## config.mk

```make
export PLATFORM = sky130hd
export DESIGN_NAME = debounced_updown_counter_blinker
export DESIGN_NICKNAME = d
export VERILOG_FILES = /design/src/rtl/core/ducb_pkg.sv /design/src/rtl/core/debounced_updown_counter_blinker.sv /design/src/rtl/core/ducb_debounce.sv /design/src/rtl/core/ducb_period.sv
export VERILOG_INCLUDE_DIRS = /design/src /design/src/rtl/core
export SDC_FILE = /design/constraint.sdc
export NUM_CORES = 1
export LEC_CHECK = 0
export BUFFER_PORTS_ARGS = -buffer_cell sky130_fd_sc_hd__buf_2
export CORE_ASPECT_RATIO = 0.5
export CORE_MARGIN = 3
export CORE_UTILIZATION = 58
export CTS_CLUSTER_SIZE = 40
export DETAILED_ROUTE_END_ITERATION = 6
export HOLD_SLACK_MARGIN = 0.02
export PLACE_DENSITY = 0.79
export SLEW_MARGIN = 10
export SYNTH_ARGS = -nofsm -noshare
export SYNTH_HDL_FRONTEND = slang
export SYNTH_SLANG_ARGS = --single-unit
```

## constraint.sdc

```tcl
create_clock -name clk -period 9.21 [get_ports clk]
set_input_delay 1.842 -clock clk [delete_from_list [all_inputs] [get_ports clk]]
set_output_delay 1.842 -clock clk [all_outputs]
set_load 0.02 [all_outputs]
```

## src/rtl/core/debounced_updown_counter_blinker_macros.svh

```systemverilog
// Assertion shorthands shared by the top module and ducb_period.
// Each one samples on clk and is disabled while rst_n is low.
`ifndef DEBOUNCED_UPDOWN_COUNTER_BLINKER_MACROS_SVH
`define DEBOUNCED_UPDOWN_COUNTER_BLINKER_MACROS_SVH

// Condition holds at every clock edge.
`define DUCB_ASSERT_ALWAYS(lbl, cond, msg) \
  lbl: assert property (@(posedge clk) disable iff (!rst_n) (cond)) else $error(msg);

// Antecedent implies consequent in the same cycle.
`define DUCB_ASSERT_SAME(lbl, ante, cons, msg) \
  lbl: assert property (@(posedge clk) disable iff (!rst_n) (ante) |-> (cons)) \
    else $error(msg);

// Antecedent implies consequent in the next cycle.
`define DUCB_ASSERT_NEXT(lbl, ante, cons, msg) \
  lbl: assert property (@(posedge clk) disable iff (!rst_n) (ante) |=> (cons)) \
    else $error(msg);

`endif

```

## src/rtl/core/ducb_pkg.sv

```systemverilog
package ducb_pkg;

  localparam int CFG_W    = 20;
  localparam int CNT_W    = 7;
  localparam int DT_W     = 16;
  localparam int PERIOD_W = CFG_W + 1;
  localparam int Q_W      = CFG_W;
  localparam int QS_W     = 14;
  localparam int REM_W    = 7;

  localparam int TIMER_BITS_DEF = 20;

  localparam logic [CNT_W-1:0] COUNT_MAX = 7'd99;

  localparam logic [CFG_W-1:0] DEBOUNCE_RST   = 20'd50000;
  localparam logic [CFG_W-1:0] MIN_PERIOD_RST = 20'd100000;
  localparam logic [CFG_W-1:0] SPAN_RST       = 20'd900000;

  // span / 99 and span % 99 for the reset value of the span register
  localparam logic [QS_W-1:0]  SPAN_Q_RST = QS_W'(SPAN_RST / 99);
  localparam logic [REM_W-1:0] SPAN_R_RST = REM_W'(SPAN_RST % 99);

  // Reciprocal for an exact floor(x / 99) over any 20-bit x
  localparam int          DIV99_SH = 27;
  localparam int unsigned DIV99_M  = ((32'd1 << DIV99_SH) + 32'd98) / 32'd99;
  localparam int          DIV99_MW = 21;

  typedef enum logic [1:0] {
    REG_DEBOUNCE   = 2'd0,
    REG_MIN_PERIOD = 2'd1,
    REG_SPAN       = 2'd2
  } reg_idx_t;

  // Counter move applied by one sample, at most one step either way
  typedef struct packed {
    logic en;
    logic up;
    logic dn;
  } pstep_t;

endpackage

```

## src/rtl/core/debounced_updown_counter_blinker.sv

```systemverilog
// Channel   Dir  Handshake                    Payload
// in_       in   in_tvalid / in_tready        in_tdata: button_a, button_b, elapsed_us
// out_      out  out_tvalid / out_tready      out_tdata: count_value, led_on
// cfg_      in   cfg_psel, cfg_penable        cfg_paddr, cfg_pwdata, cfg_prdata (APB)
//
// One sample per cycle while not busy and the output is not stalled: a sample is held in
// the input register, then the debouncers, counter, period and LED update in one pass into
// the output register, which raises result valid.
// A write to period_span_us rebuilds the period tracker: in_tready stays low while
// span/99 is formed and walked up to the count.
// Synchronous active-low reset; a stalled output holds its result and backs up the input.
`include "debounced_updown_counter_blinker_macros.svh"

module debounced_updown_counter_blinker #(
  parameter int TIMER_BITS = ducb_pkg::TIMER_BITS_DEF
) (
  input  logic        clk,
  input  logic        rst_n,
  input  logic        in_tvalid,
  output logic        in_tready,
  input  logic [23:0] in_tdata,   // [0] button_a, [1] button_b, [17:2] elapsed_us
  output logic        out_tvalid,
  input  logic        out_tready,
  output logic [7:0]  out_tdata,  // [6:0] count_value, [7] led_on
  input  logic        cfg_psel,
  input  logic        cfg_penable,
  input  logic        cfg_pwrite,
  input  logic [3:0]  cfg_paddr,
  input  logic [31:0] cfg_pwdata,
  output logic [31:0] cfg_prdata,
  output logic        cfg_pready
);
  import ducb_pkg::*;

  localparam int TW1 = TIMER_BITS + 1;
  localparam int CMPW = (TIMER_BITS > PERIOD_W) ? TIMER_BITS : PERIOD_W;
  localparam logic [TIMER_BITS-1:0] TMAX = {TIMER_BITS{1'b1}};

  logic [CFG_W-1:0]      debounce_r, min_period_r, span_r;
  logic                  in_v_r;
  logic                  a_r, b_r;
  logic [DT_W-1:0]       dt_r;
  logic                  out_v_r;
  logic [CNT_W-1:0]      counter_r, counter_nxt, count_a;
  logic                  led_r, led_nxt;
  logic [TIMER_BITS-1:0] ft_r, ft_nxt;
  logic [TW1-1:0]        ft_sum;
  logic [TIMER_BITS-1:0] ft_adv;

  logic                  wr_en, span_wr, busy, adv, in_acc;
  logic                  rise_a, rise_b;
  reg_idx_t              wr_idx;
  pstep_t                step;
  logic [PERIOD_W-1:0]   period;

  // Configuration port
  assign cfg_pready = 1'b1;
  assign wr_en      = cfg_psel && cfg_penable && cfg_pwrite && cfg_pready;
  assign wr_idx     = reg_idx_t'(cfg_paddr[3:2]);
  assign span_wr    = wr_en && (wr_idx == REG_SPAN);

  always_comb begin
    unique case (wr_idx)
      REG_DEBOUNCE:   cfg_prdata = 32'(debounce_r);
      REG_MIN_PERIOD: cfg_prdata = 32'(min_period_r);
      REG_SPAN:       cfg_prdata = 32'(span_r);
      default:        cfg_prdata = '0;
    endcase
  end

  always_ff @(posedge clk) begin
    if (!rst_n) begin
      debounce_r   <= DEBOUNCE_RST;
      min_period_r <= MIN_PERIOD_RST;
      span_r       <= SPAN_RST;
    end else if (wr_en) begin
      unique case (wr_idx)
        REG_DEBOUNCE:   debounce_r   <= cfg_pwdata[CFG_W-1:0];
        REG_MIN_PERIOD: min_period_r <= cfg_pwdata[CFG_W-1:0];
        REG_SPAN:       span_r       <= cfg_pwdata[CFG_W-1:0];
        default: ;
      endcase
    end
  end

  // Handshake: input register, then result register
  assign adv       = in_v_r && !busy && (!out_v_r || out_tready);
  assign in_tready = !busy && (!in_v_r || adv);
  assign in_acc    = in_tvalid && in_tready;

  always_ff @(posedge clk) begin
    if (!rst_n) begin
      in_v_r  <= 1'b0;
      out_v_r <= 1'b0;
    end else begin
      if (in_acc) begin
        in_v_r <= 1'b1;
      end else if (adv) begin
        in_v_r <= 1'b0;
      end
      if (adv) begin
        out_v_r <= 1'b1;
      end else if (out_tready) begin
        out_v_r <= 1'b0;
      end
    end
  end

  always_ff @(posedge clk) begin
    if (in_acc) begin
      a_r  <= in_tdata[0];
      b_r  <= in_tdata[1];
      dt_r <= in_tdata[17:2];
    end
  end

  ducb_debounce #(.TIMER_BITS(TIMER_BITS)) u_dbc_a (
    .clk         (clk),
    .rst_n       (rst_n),
    .en          (adv),
    .level       (a_r),
    .dt          (dt_r),
    .debounce_us (debounce_r),
    .rise        (rise_a)
  );

  ducb_debounce #(.TIMER_BITS(TIMER_BITS)) u_dbc_b (
    .clk         (clk),
    .rst_n       (rst_n),
    .en          (adv),
    .level       (b_r),
    .dt          (dt_r),
    .debounce_us (debounce_r),
    .rise        (rise_b)
  );

  // Button A first, then button B, both saturating
  always_comb begin
    count_a     = (rise_a && (counter_r < COUNT_MAX)) ? counter_r + 1'b1 : counter_r;
    counter_nxt = (rise_b && (count_a != '0)) ? count_a - 1'b1 : count_a;
  end

  assign step.en = adv;
  assign step.up = counter_nxt > counter_r;
  assign step.dn = counter_nxt < counter_r;

  ducb_period u_period (
    .clk        (clk),
    .rst_n      (rst_n),
    .span       (span_r),
    .span_wr    (span_wr),
    .min_period (min_period_r),
    .count      (counter_r),
    .step       (step),
    .period     (period),
    .busy       (busy)
  );

  assign ft_sum = {1'b0, ft_r} + TW1'(dt_r);
  assign ft_adv = ft_sum[TIMER_BITS] ? TMAX : ft_sum[TIMER_BITS-1:0];

  always_comb begin
    led_nxt = led_r;
    ft_nxt  = ft_adv;
    if (CMPW'(ft_adv) >= CMPW'(period)) begin
      led_nxt = !led_r;
      ft_nxt  = '0;
    end
  end

  always_ff @(posedge clk) begin
    if (!rst_n) begin
      counter_r <= '0;
      led_r     <= 1'b0;
      ft_r      <= '0;
    end else if (adv) begin
      counter_r <= counter_nxt;
      led_r     <= led_nxt;
      ft_r      <= ft_nxt;
    end
  end

  assign out_tvalid = out_v_r;
  assign out_tdata  = {led_r, counter_r};

  `DUCB_ASSERT_ALWAYS(a_count_range, counter_r <= COUNT_MAX, "counter above maximum")
  `DUCB_ASSERT_SAME(a_busy_blocks, busy, !in_tready && !adv, "sample taken during rebuild")
  `DUCB_ASSERT_NEXT(a_count_hold, !adv || (!rise_a && !rise_b), $stable(counter_r), "bad step")

endmodule

```

## src/rtl/core/ducb_debounce.sv

```systemverilog
module ducb_debounce #(
  parameter int TIMER_BITS = ducb_pkg::TIMER_BITS_DEF
) (
  input  logic                       clk,
  input  logic                       rst_n,
  input  logic                       en,
  input  logic                       level,
  input  logic [ducb_pkg::DT_W-1:0]  dt,
  input  logic [ducb_pkg::CFG_W-1:0] debounce_us,
  output logic                       rise
);
  import ducb_pkg::*;

  localparam int TW1 = TIMER_BITS + 1;
  localparam int DBW = (TIMER_BITS > CFG_W) ? TIMER_BITS : CFG_W;
  localparam logic [TIMER_BITS-1:0] TMAX = {TIMER_BITS{1'b1}};

  logic                  prev_r, prev_nxt;
  logic                  lock_r, lock_nxt;
  logic [TIMER_BITS-1:0] tmr_r, tmr_nxt;
  logic [TW1-1:0]        tmr_sum;
  logic [TIMER_BITS-1:0] tmr_adv;
  logic                  change;

  assign tmr_sum = {1'b0, tmr_r} + TW1'(dt);
  assign tmr_adv = tmr_sum[TIMER_BITS] ? TMAX : tmr_sum[TIMER_BITS-1:0];
  assign change  = !lock_r && (level != prev_r);
  assign rise    = en && change && level;

  always_comb begin
    prev_nxt = prev_r;
    lock_nxt = lock_r;
    tmr_nxt  = tmr_adv;
    if (change) begin
      // record new level, restart timer, enter lockout
      prev_nxt = level;
      lock_nxt = 1'b1;
      tmr_nxt  = '0;
    end else if (lock_r && (DBW'(tmr_adv) >= DBW'(debounce_us))) begin
      lock_nxt = 1'b0;
    end
  end

  always_ff @(posedge clk) begin
    if (!rst_n) begin
      prev_r <= 1'b0;
      lock_r <= 1'b0;
      tmr_r  <= '0;
    end else if (en) begin
      prev_r <= prev_nxt;
      lock_r <= lock_nxt;
      tmr_r  <= tmr_nxt;
    end
  end

endmodule

```

## src/rtl/core/ducb_period.sv

```systemverilog
`include "debounced_updown_counter_blinker_macros.svh"

module ducb_period (
  input  logic                          clk,
  input  logic                          rst_n,
  input  logic [ducb_pkg::CFG_W-1:0]    span,
  input  logic                          span_wr,
  input  logic [ducb_pkg::CFG_W-1:0]    min_period,
  input  logic [ducb_pkg::CNT_W-1:0]    count,
  input  ducb_pkg::pstep_t              step,
  output logic [ducb_pkg::PERIOD_W-1:0] period,
  output logic                          busy
);
  import ducb_pkg::*;

  // Tracks q = floor(span*count/99) and r = span*count % 99 incrementally.
  typedef enum logic [1:0] {
    ST_IDLE,
    ST_DIV,
    ST_REM,
    ST_WALK
  } state_t;

  localparam int PW = CFG_W + DIV99_MW;

  state_t             state_r;
  logic [QS_W-1:0]    qs_r;
  logic [REM_W-1:0]   rs_r;
  logic [Q_W-1:0]     q_r;
  logic [REM_W-1:0]   r_r;
  logic [CNT_W-1:0]   wcnt_r;

  logic [REM_W:0]     up_sum, dn_diff;
  logic               up_c, dn_b;
  logic [REM_W-1:0]   up_r, dn_r;
  logic [Q_W-1:0]     up_q, dn_q, q_sel;
  logic [PW-1:0]      div_prod;
  logic [QS_W-1:0]    div_q;
  logic [QS_W+REM_W-1:0] qs_x99;
  logic [REM_W-1:0]   rem;

  assign up_sum = {1'b0, r_r} + {1'b0, rs_r};
  assign up_c   = up_sum >= (REM_W+1)'(COUNT_MAX);
  assign up_r   = up_c ? REM_W'(up_sum - (REM_W+1)'(COUNT_MAX)) : up_sum[REM_W-1:0];
  assign up_q   = q_r + Q_W'(qs_r) + Q_W'(up_c);

  assign dn_b    = r_r < rs_r;
  assign dn_diff = dn_b ? ({1'b0, r_r} + (REM_W+1)'(COUNT_MAX) - {1'b0, rs_r})
                        : ({1'b0, r_r} - {1'b0, rs_r});
  assign dn_r    = dn_diff[REM_W-1:0];
  assign dn_q    = q_r - Q_W'(qs_r) - Q_W'(dn_b);

  assign div_prod = PW'(span) * PW'(DIV99_M);
  assign div_q    = div_prod[DIV99_SH +: QS_W];
  assign qs_x99   = (QS_W+REM_W)'(qs_r) * (QS_W+REM_W)'(COUNT_MAX);
  assign rem      = REM_W'(span - CFG_W'(qs_x99));

  always_comb begin
    q_sel = q_r;
    if (step.en && step.up) begin
      q_sel = up_q;
    end else if (step.en && step.dn) begin
      q_sel = dn_q;
    end
  end

  assign period = {1'b0, min_period} + {1'b0, q_sel};
  assign busy   = (state_r != ST_IDLE);

  always_ff @(posedge clk) begin
    if (!rst_n) begin
      state_r <= ST_IDLE;
      qs_r    <= SPAN_Q_RST;
      rs_r    <= SPAN_R_RST;
      q_r     <= '0;
      r_r     <= '0;
      wcnt_r  <= '0;
    end else if (span_wr) begin
      // a new span restarts the rebuild from any state
      state_r <= ST_DIV;
    end else begin
      unique case (state_r)
        ST_IDLE: begin
          if (step.en && step.up) begin
            q_r <= up_q;
            r_r <= up_r;
          end else if (step.en && step.dn) begin
            q_r <= dn_q;
            r_r <= dn_r;
          end
        end
        ST_DIV: begin
          qs_r    <= div_q;
          state_r <= ST_REM;
        end
        ST_REM: begin
          rs_r    <= rem;
          q_r     <= '0;
          r_r     <= '0;
          wcnt_r  <= '0;
          state_r <= ST_WALK;
        end
        ST_WALK: begin
          // advance one count per cycle until caught up with the counter
          if (wcnt_r == count) begin
            state_r <= ST_IDLE;
          end else begin
            q_r    <= up_q;
            r_r    <= up_r;
            wcnt_r <= wcnt_r + 1'b1;
          end
        end
        default: state_r <= ST_IDLE;
      endcase
    end
  end

  `DUCB_ASSERT_ALWAYS(a_rem_range, (r_r < COUNT_MAX) && (rs_r < COUNT_MAX), "remainder range")
  `DUCB_ASSERT_SAME(a_no_step_busy, step.en, !busy, "counter step during period rebuild")
  `DUCB_ASSERT_NEXT(a_wr_starts, span_wr, state_r == ST_DIV, "span write did not rebuild")

endmodule
```

# After elaboration in Yosys (flattened, before gate mapping)
# Cells that the tools add are included.
[classes]
muxes = 32
eq_ne = 12
n_lt_le_gt_ge = 8
n_reduce_logical = 55
addsub = 17
multipliers = 2
bitwise = 2
[op_table]
columns = ["cell", "n"]
rows = [
  ["20-bit 2-to-1 mux", 9],
  ["20-bit case mux with 3 select lines", 2],
  ["20-bit by 16-bit adder with 21-bit output", 3],
  ["7-bit 2-to-1 mux", 8],
  ["20-bit by 21-bit multiplier with 41-bit output (second input constant)", 1],
  ["20-bit greater-or-equal comparator", 2],
  ["2-bit AND reduction", 12],
  ["20-bit by 20-bit adder with 21-bit output", 1],
  ["20-bit by 21-bit greater-or-equal comparator with 1-bit output", 1],
  ["7-bit case mux with 3 select lines", 1],
  ["7-bit subtractor", 3],
  ["20-bit by 1-bit adder with 20-bit output", 1],
  ["20-bit by 14-bit adder with 20-bit output", 1],
  ["20-bit by 1-bit subtractor with 20-bit output", 1],
  ["20-bit by 14-bit subtractor with 20-bit output", 1],
  ["1-bit logical AND", 19],
  ["7-bit by 1-bit adder with 7-bit output (second input constant)", 2],
  ["7-bit less-than comparator", 2],
  ["14-bit by 7-bit multiplier with 7-bit output (second input constant)", 1],
  ["7-bit case mux with 2 select lines", 1],
  ["2-bit nonzero test", 6],
  ["1-bit 2-to-1 mux", 9],
  ["7-bit by 7-bit adder with 8-bit output", 1],
  ["8-bit by 7-bit greater-or-equal comparator with 1-bit output (second input constant)", 1],
  ["25 further kinds", 39],
]
[word_totals]
word_cells = 152
output_inout_bits = 43
input_bits = 67
register_bits = 209

# Depth between registers and ports, before layout
# Gate-level depths: netlist of the first run.
[logic_depth]
depth_word = 18
ltp_mapped = 43
depth_no_buf = 36

# By module
# Synthesis of the first run repeated with hierarchy kept, for this count alone.
[unflattened]
cells_unflattened = 3044
hier_area_um2 = 26058.7
[by_module_without_submodules]
columns = ["mod", "instances", "seq_area_each_um2", "area_each_um2", "cells_per_inst"]
rows = [
  ["ducb_period", 1, 1141.1, 15098.2, 1723],
  ["debounced_updown_counter_blinker", 1, 2342.2, 6386.1, 757],
  ["ducb_debounce", 2, 440.4, 2287.2, 282],
]

# Least setup slack after synthesis of the first run
# OpenSTA, ideal clock, no wires.
[synth_timing]
path_kind = "input port to flip-flop"
from = "in out_tready"
to = "reg ft_r[10]"
setup_slack_ns = -0.633
t_required_ns = 9.136
setup_ns = 0.074
arrival_ns = 9.768
n_path_buf = 6
cell_stages = 39
cell_sequence = "nor2b_1 > or4_1 > buf_2 > nor2_4 > mux2i_1 > ha_1 > nor2b_1 > o2111ai_2 > and3_1 > buf_6 > a311oi_4 > xnor2_1 > ha_1 > and3_1 > a221oi_1 > and3_1 > clkbuf_1 > clkbuf_1 > [... 3 more ...] > fa_1 > a211o_1 > o211ai_1 > a211oi_1 > o41ai_1 > nand2_1 > a21o_1 > a21oi_1 > xor2_1 > ha_1 > a2111oi_0 > o21ai_0 > a311oi_1 > nor3_1 > or3_1 > clkbuf_1 > clkbuf_1 > o21ai_0"
[synth_between]
elab_chain_len = 16
word_cells_on_any_way = 21
classes_between = "add/sub: 2; order compare: 3; mux: 5; reduce/logical: 11"
[synth_rtl]
columns = ["element", "line", "text"]
rows = [
  ["start: declaration", "debounced_updown_counter_blinker.sv:23", "input logic out_tready,"],
  ["1-bit logical OR *", "debounced_updown_counter_blinker.sv:87", "assign adv = in_v_r && !busy && (!out_v_r || out_tready);"],
  ["1-bit logical AND *", "debounced_updown_counter_blinker.sv:87", ""],
  ["branches (longest 6 deep; another with 7-bit by 1-bit subtractor with 7-bit output)", "n/a", ""],
  ["7-bit 2-to-1 mux *", "debounced_updown_counter_blinker.sv:140", "counter_nxt = (rise_b && (count_a != '0)) ? count_a - 1'b1 : count_a;"],
  ["net counter_nxt[5]", "debounced_updown_counter_blinker.sv:44", "logic [CNT_W-1:0] counter_r, counter_nxt, count_a;"],
  ["7-bit less-than comparator", "debounced_updown_counter_blinker.sv:145", "assign step.dn = counter_nxt < counter_r;"],
  ["1-bit logical AND", "ducb_period.sv:62", "end else if (step.en && step.dn) begin"],
  ["20-bit 2-to-1 mux", "ducb_period.sv:62", ""],
  ["20-bit 2-to-1 mux *", "n/a", ""],
  ["20-bit by 20-bit adder with 21-bit output *", "ducb_period.sv:67", "assign period = {1'b0, min_period} + {1'b0, q_sel};"],
  ["20-bit by 21-bit greater-or-equal comparator with 1-bit output *", "debounced_updown_counter_blinker.sv:165", "if (CMPW'(ft_adv) >= CMPW'(period)) begin"],
  ["20-bit 2-to-1 mux *", "debounced_updown_counter_blinker.sv:165", ""],
  ["end signal: assignment", "debounced_updown_counter_blinker.sv:179", "ft_r <= ft_nxt;"],
  ["end: declaration", "debounced_updown_counter_blinker.sv:46", "logic [TIMER_BITS-1:0] ft_r, ft_nxt;"],
]
# Mark *: on every way through the listed nets, which the timed path passes.
# A chain may end at the register's enable or synchronous reset.

# Final worst setup path of the first run
[layout_timing]
from = "in out_tready"
to = "reg ft_r[0]"
# The elaborated chain is that of the path after synthesis.

==> flow_metrics.env, run 1 <==
export IMPL_slowest_delay_ns=0.54
export IMPL_maxSlewHeadroom_pct=26.2
export IMPL_worstSetupPathType="input pin to flip-flop"
export IMPL_async_flop_share_pct=0
export IMPL_clockBufferDepth=3
export IMPL_drt_wl_total_um=69600
export IMPL_powerDensity_nw_per_um2=274
export IMPL_seq_area_um2=4360
export IMPL_clockRootBuffer="clkbuf_16"
export IMPL_dieArea_um2=46000
export IMPL_clkTransAtPathRegs_ns=0.06
export IMPL_cts_sinks=209
export IMPL_ant_nets=0
export IMPL_min_from="ft_r[7]"
export IMPL_crit_slowest_cell="or4_4"
export IMPL_rsz0062_at_grt="true"
export IMPL_fill_cells=3452
export IMPL_ir_worst_vdd_mv=0.302
export IMPL_cap_violations=0
export IMPL_min_period_over_period_pct=96.8
export IMPL_power_switching_share_pct=48.1
export IMPL_antenna_found_initial=0
export IMPL_syn_inst=2965
export IMPL_worstSkewPairLatency_ns=0.55
export IMPL_fin_ws_ns=0.297
export IMPL_syn_avg_cell_area_um2=8.48
export IMPL_hold_path_class="flip-flop to flip-flop"
export IMPL_top_level_ports=110
export IMPL_netSwitchingPower_mw=3.67
export IMPL_multi_input_area_um2=19200
export IMPL_r2r_start="u_period.r_r[2]"
export IMPL_first_pass_iters=6
export IMPL_cts_tree="done"
export IMPL_arrival_ns=9.39
export IMPL_nets=3749
export IMPL_vias_per_cell=5.96
export IMPL_startpoint_type="input pin"
export IMPL_yosysSeqAreaShare_pct=17.4
export IMPL_yosys_warnings=0
export IMPL_final_cells=3678
export IMPL_required_ns=9.69
export IMPL_clock_skew_ns=0.0180
export IMPL_grt_pass1_wl_um=112000
export IMPL_core_area_um2=42400
export IMPL_synth_seq_cells=209
export IMPL_finalSetupViolCount=0
export IMPL_drive_above_1_share_pct=9.87
export IMPL_grt_max_degree=51
export IMPL_avgRoutedWirePerCell_um=18.9
export IMPL_gr_total_overflow=0
export IMPL_htreeDepth=1
export IMPL_drtIter0Drc=1879
export IMPL_area_growth_pct=10.6
export IMPL_initial_core_util_pct=59.3
export IMPL_period_minus_slack_ns=8.91
export IMPL_internal_power_mw=3.96
export IMPL_yosysUniqueCellTypes=84
export IMPL_status="completed"
export IMPL_pwr_share_seq_pct=15.2
export IMPL_synth_edf_count=18
export IMPL_vias=21938
export IMPL_remaining_drc_errors=0
export IMPL_dp_cells=3627
export IMPL_endpoint_kind="flip-flop"
export IMPL_dieWidth_um=300
export IMPL_tns_ns=0
export IMPL_die_y_um=153
export IMPL_worst_pin_slew_ns=1.10
export IMPL_diodes=0
export IMPL_hold_viol_final=0
export IMPL_portBuffers=76
export IMPL_synth_flop_cell="dfxtp_1"
export IMPL_critPathMaxFanout=6
export IMPL_clockPowerShare_pct=13.6
export IMPL_grt_pass1_vias=21390
export IMPL_synth_area_um2=25100
export IMPL_numCtsBuffers=24
export IMPL_timing_hold_ws_ns=0.457
export IMPL_place_gp_congestion=0.936
export IMPL_crit_start="out_tready"
export IMPL_track_usage_pct=30.0
export IMPL_post_place_ws_ns=-0.614
export IMPL_num_rows=53
export IMPL_dpl_hpwl_um=55300
export IMPL_fmax_mhz=112
export IMPL_leakage_nw=13.5
export IMPL_combinationalPowerShare_pct=71.3
export IMPL_critPathMostFrequentCell="a21o_1"
export IMPL_drv_slew=0
==> sequential cells by signal, summed over array words and instances (netlist names), 16 cells and up <==
register and count:
min_period_r 20, ft_r 20, debounce_r 20, u_period.q_r 20
u_dbc_a.tmr_r 20, u_dbc_b.tmr_r 20, dt_r 16, span_r 20
==> worst max-delay path, delay by kind of cell <==
| kind | cells | cell delay, ns |
|---|---|---|
| AO/OA/AOI/OAI | 17 | 3.34 |
| XOR/XNOR | 2 | 0.38 |
| adder cells (fa/ha/maj) | 5 | 1.27 |
| buffers and inverters | 3 | 0.35 |
| multiplexers | 1 | 0.26 |
| AND/OR/NAND/NOR | 9 | 1.97 |
==> stage by stage <==
step / util, % / cell area, um^2 / power [mW]
after floorplan: - / 25300 / 4.87
after CTS: 64.9 / 27500 / 7.38
final: 65.6 / 27800 / 7.62
after detailed placement: 63.0 / 26700 / 6.31
after global routing: 65.6 / 27800 / 8.32
after global placement: 63.0 / 26700 / 6.18
==> routing by layer <==
metal  share of wire (%)  track usage [%]  vias up
met1                  44             41.3    10545
met5                   0                0        -
li1                    -                -    10454
met3                 7.6             5.10      162
met2                  45             48.4      777
met4                 3.3             9.21        0
==> cells in the final DEF (no fill, tap or decap), types with 75 or more instances in the layout <==
master     n
buf_2     75
a21oi_1  189
dfxtp_1  191
buf_4    102
o21ai_0  123
nand2_1  313
nor2_1   144
inv_1    399
fa_1     194
xnor2_1   78
ha_1     402
==> cell usage after synthesis, types with 66 or more instances <==
cell type | instances | area (um^2)
dfxtp_1 | 191 | 3820
a21o_1 | 66 | 495
a21oi_1 | 194 | 971
fa_1 | 195 | 3900
nand2_1 | 314 | 1180
nor2_1 | 145 | 544
o21ai_0 | 142 | 711
nand3_1 | 70 | 350
xnor2_1 | 79 | 692
ha_1 | 404 | 5050
clkbuf_1 | 82 | 308
inv_1 | 399 | 1500
==> worst paths after layout <==
kind	endpoint	slack, ns	depth (start not counted)
worst max-delay path	ft_r[0]	0.30	37
worst min register to register	ft_r[7]	0.46	2
worst max register to register	ft_r[0]	0.83	34
worst min-delay path	ft_r[7]	0.46	2
==> kinds of logic after synthesis <==
| group | share of synthesized area, % |
|---|---|
| AOI/OAI and AO/OA | 18.3 |
| xor gates and xnor gates | 4.77 |
| adders and majority gates | 35.6 |
| buffers and inverters | 7.80 |
| DFF | 17.4 |
| muxes | 1.77 |
| other | 0.0299 |
| and+or+nand+nor | 14.3 |
==> layout make-up <==
cell class | count | share of cell area, %
Multi-Input combinational cell | 2263 | 68.9
Sequential cell | 209 | 15.7
Inverter | 400 | 5.40
Timing Repair Buffer | 185 | 4.47
Tap cell | 577 | 2.60
Clock buffer | 31 | 2.41
Clock inverter | 13 | 0.553
==> timing repair <==
action | 4_1_cts | 5_1_grt
hold endpoints to repair | 0 | 0
buffers inserted | 0 | 7
cloned | 0 | 1
hold buffers | 0 | 0
pin swaps | 0 | 30
resized for setup | 1 | 72
endpoints found under the setup margin | 16 | 21
==> power by group through the flow <==
| stage | sequential [mW] | clock (mW) | combinational (mW) |
|---|---|---|---|
| after global routing | 1.17 | 1.07 | 6.08 |
| after CTS | 1.15 | 1.04 | 5.19 |
| after floorplan | 1.11 | 0 | 3.76 |
| final | 1.16 | 1.03 | 5.43 |
| after detailed placement | 1.17 | 0 | 5.14 |
| after global placement | 1.16 | 0 | 5.02 |
(Power assumes the default switching activity.)
==> inputs of run 2 (changes only) <==
- CORE_UTILIZATION: 58 -> 35
- PLACE_DENSITY: 0.79 -> unset
- SYNTH_HIERARCHICAL: unset -> 1
==> flow_metrics.env, run 2 <==
export IMPL_finalSetupViolCount=0
export IMPL_portBuffers=76
export IMPL_vias=21628
export IMPL_drt_wl_total_um=72000
export IMPL_critPathMostFrequentCell="buf_4"
export IMPL_syn_avg_cell_area_um2=8.56
export IMPL_fin_ws_ns=0.317
export IMPL_endpoint_kind="flip-flop"
export IMPL_avgRoutedWirePerCell_um=17.4
export IMPL_arrival_ns=9.36
export IMPL_htreeDepth=1
export IMPL_clockBufferDepth=3
export IMPL_final_cells=4140
export IMPL_yosysSeqAreaShare_pct=16.7
export IMPL_rrSetupSlack_ns=1.07
export IMPL_worstSetupPathType="input pin to flip-flop"
export IMPL_ys_top_cells_by_area="ha_1, fa_1, dfxtp_1"
export IMPL_synth_seq_cells=209
export IMPL_yosys_area_top_type_share_pct=19.4
export IMPL_drtIter0Drc=1373
export IMPL_yosys_area_top_type="ha_1"
export IMPL_dpl_hpwl_um=57800
export IMPL_top_level_ports=110
export IMPL_clock_skew_ns=0.0193
export IMPL_syn_inst=3044
export IMPL_critPathMaxFanout=7
export IMPL_initial_core_util_pct=35.5
export IMPL_maxSlewHeadroom_pct=34.4
export IMPL_fin_area_um2=28900
export IMPL_grt_max_degree=74
export IMPL_vias_per_cell=5.22
export IMPL_synth_edf_count=18
export IMPL_holdBufCountCts=0
export IMPL_gr_total_overflow=0
export IMPL_diodes=0
export IMPL_remaining_drc_errors=0
export IMPL_synth_most_common_cell="inv_1"
export IMPL_yosys_top_cells_count="inv_1, ha_1, nand2_1"
export IMPL_async_flop_share_pct=0
export IMPL_drv_slew=0
export IMPL_numCtsBuffers=26
export IMPL_rr_endpoint="ft_r[18]"
export IMPL_hold_path_class="flip-flop to flip-flop"
export IMPL_grt_pass1_wl_um=115000
export IMPL_area_growth_pct=10.8
export IMPL_clockRootBuffer="clkbuf_16"
export IMPL_timing_hold_ws_ns=0.456
export IMPL_dieWidth_um=392
export IMPL_core_area_um2=73400
export IMPL_slowest_delay_ns=0.34
export IMPL_yosys_warnings=6
export IMPL_worst_pin_slew_ns=0.980
export IMPL_holdPathEnd="u_dbc_b/tmr_r[0]"
export IMPL_antenna_found_initial=0
export IMPL_grt_pass1_vias=21541
export IMPL_synth_area_um2=26100
export IMPL_leakage_nw=14.0
export IMPL_ir_worst_vdd_mv=0.166
export IMPL_cts_sinks=209
export IMPL_die_y_um=199
export IMPL_p_total_mw=6.52
export IMPL_powerDensity_nw_per_um2=226
export IMPL_tns_ns=0
export IMPL_clkTransAtPathRegs_ns=0.07
export IMPL_synth_flop_cell="dfxtp_1"
export IMPL_nets=3817
export IMPL_dieArea_um2=78000
export IMPL_r2r_start="u_period/rs_r[1]"
export IMPL_placed_area_um2=27900
export IMPL_final_cell_mix="inv_1, ha_1, nand2_1"
export IMPL_layout_commonest_cell="inv_1"
export IMPL_status="completed"
export IMPL_track_usage_pct=18.4
export IMPL_drive_above_1_share_pct=9.85
export IMPL_period_minus_slack_ns=8.89
export IMPL_fmax_mhz=112
export IMPL_startpoint_type="input pin"
export IMPL_hold_viol_final=0
export IMPL_num_rows=70
export IMPL_dp_cells=4090
export IMPL_worstSkewPairLatency_ns=0.55
export IMPL_required_ns=9.68
export IMPL_place_gp_congestion=0.900
export IMPL_first_pass_iters=6
export IMPL_cap_violations=0
export IMPL_post_place_ws_ns=-0.570
export IMPL_min_from="u_dbc_b/tmr_r[0]"
export IMPL_yosysUniqueCellTypes=114
export IMPL_min_period_over_period_pct=96.6
export IMPL_final_util_pct=39.4
export IMPL_crit_slowest_cell="fa_2"
export IMPL_reg2regPathDepth=36
export IMPL_ant_nets=0
export IMPL_whs_path_depth=2
export IMPL_cts_tree="done"
==> run 2: cell types whose count changed after synthesis, moves of 18 or more <==
| cell | delta |
|---|---|
| xor2_1 | -22 |
| xnor2_1 | +25 |
| o21ai_0 | -18 |
| a21oi_1 | -33 |
| a21boi_0 | +35 |
| inv_1 | +47 |
| nor3_1 | -24 |
| nor2_1 | -23 |
==> run 2: repair_timing <==
| item | in CTS | in global routing |
|---|---|---|
| setup endpoints to repair | 14 | 21 |
| pin swaps | 0 | 2 |
| resized for setup | 1 | 18 |
| buffers inserted | 0 | 4 |
| hold endpoints to repair | 0 | 0 |
==> run 2: how the worst max path moves through the flow <==
stage | cells after the start | startpoint | end
CTS | 41 | out_tready | ft_r[18]
floorplan | 42 | out_tready | ft_r[10]
detailed placement | 41 | out_tready | ft_r[5]
global route | 41 | out_tready | led_r
finish | 43 | out_tready | ft_r[18]
global placement | 42 | out_tready | ft_r[3]
==> run 2: critical path: cells and delay by family <==
kind / cells / cell delay [ns]
AND/OR/NAND/NOR: 11 / 1.40
XOR/XNOR: 1 / 0.17
adder cells (fa/ha/maj): 5 / 1.38
AO/OA/AOI/OAI: 15 / 2.76
buffers and inverters: 8 / 0.96
multiplexers: 3 / 0.86
==> run 2: cell families (layout without fill, tap and decap cells) <==
logic type	Yosys count	count (layout)	share of synthesized area (%)
compound gates	738	738	19.9
xor+xnor	140	140	4.71
flops	209	209	16.7
fa+ha+maj	600	600	34.5
mux	40	40	1.57
buf+inv	556	669	8.49
simple gates	759	759	14.1
other cells	2	13	0.0288
==> run 2: layout make-up <==
| cell class | instances | area [um^2] |
|---|---|---|
| Multi-Input combinational cell | 2290 | 19600 |
| Clock inverter | 11 | 113 |
| Inverter | 450 | 1690 |
| Clock buffer | 35 | 756 |
| Sequential cell | 209 | 4360 |
| Timing Repair Buffer | 173 | 1120 |
| Fill cell | 7487 | 44500 |
| Tap cell | 972 | 1220 |
==> run 2: metal layers <==
metal / track usage (%) / wire [um] / vias to the layer above
met3: 1.73 / 2720 / 95
met4: 5.02 / 2060 / 0
met5: 0 / 0 / -
met1: 25.2 / 34300 / 10429
met2: 30.9 / 32900 / 419
li1: - / - / 10685
==> run 2: report_power, final <==
part / total (mW) / internal, mW / leakage [nW] / switching (mW)
logic: 4.32 / 1.88 / 11.8 / 2.45
registers: 1.13 / 1.01 / 1.72 / 0.118
clock network: 1.07 / 0.629 / 0.426 / 0.441
total: 6.52 / 3.52 / 14.0 / 3.00
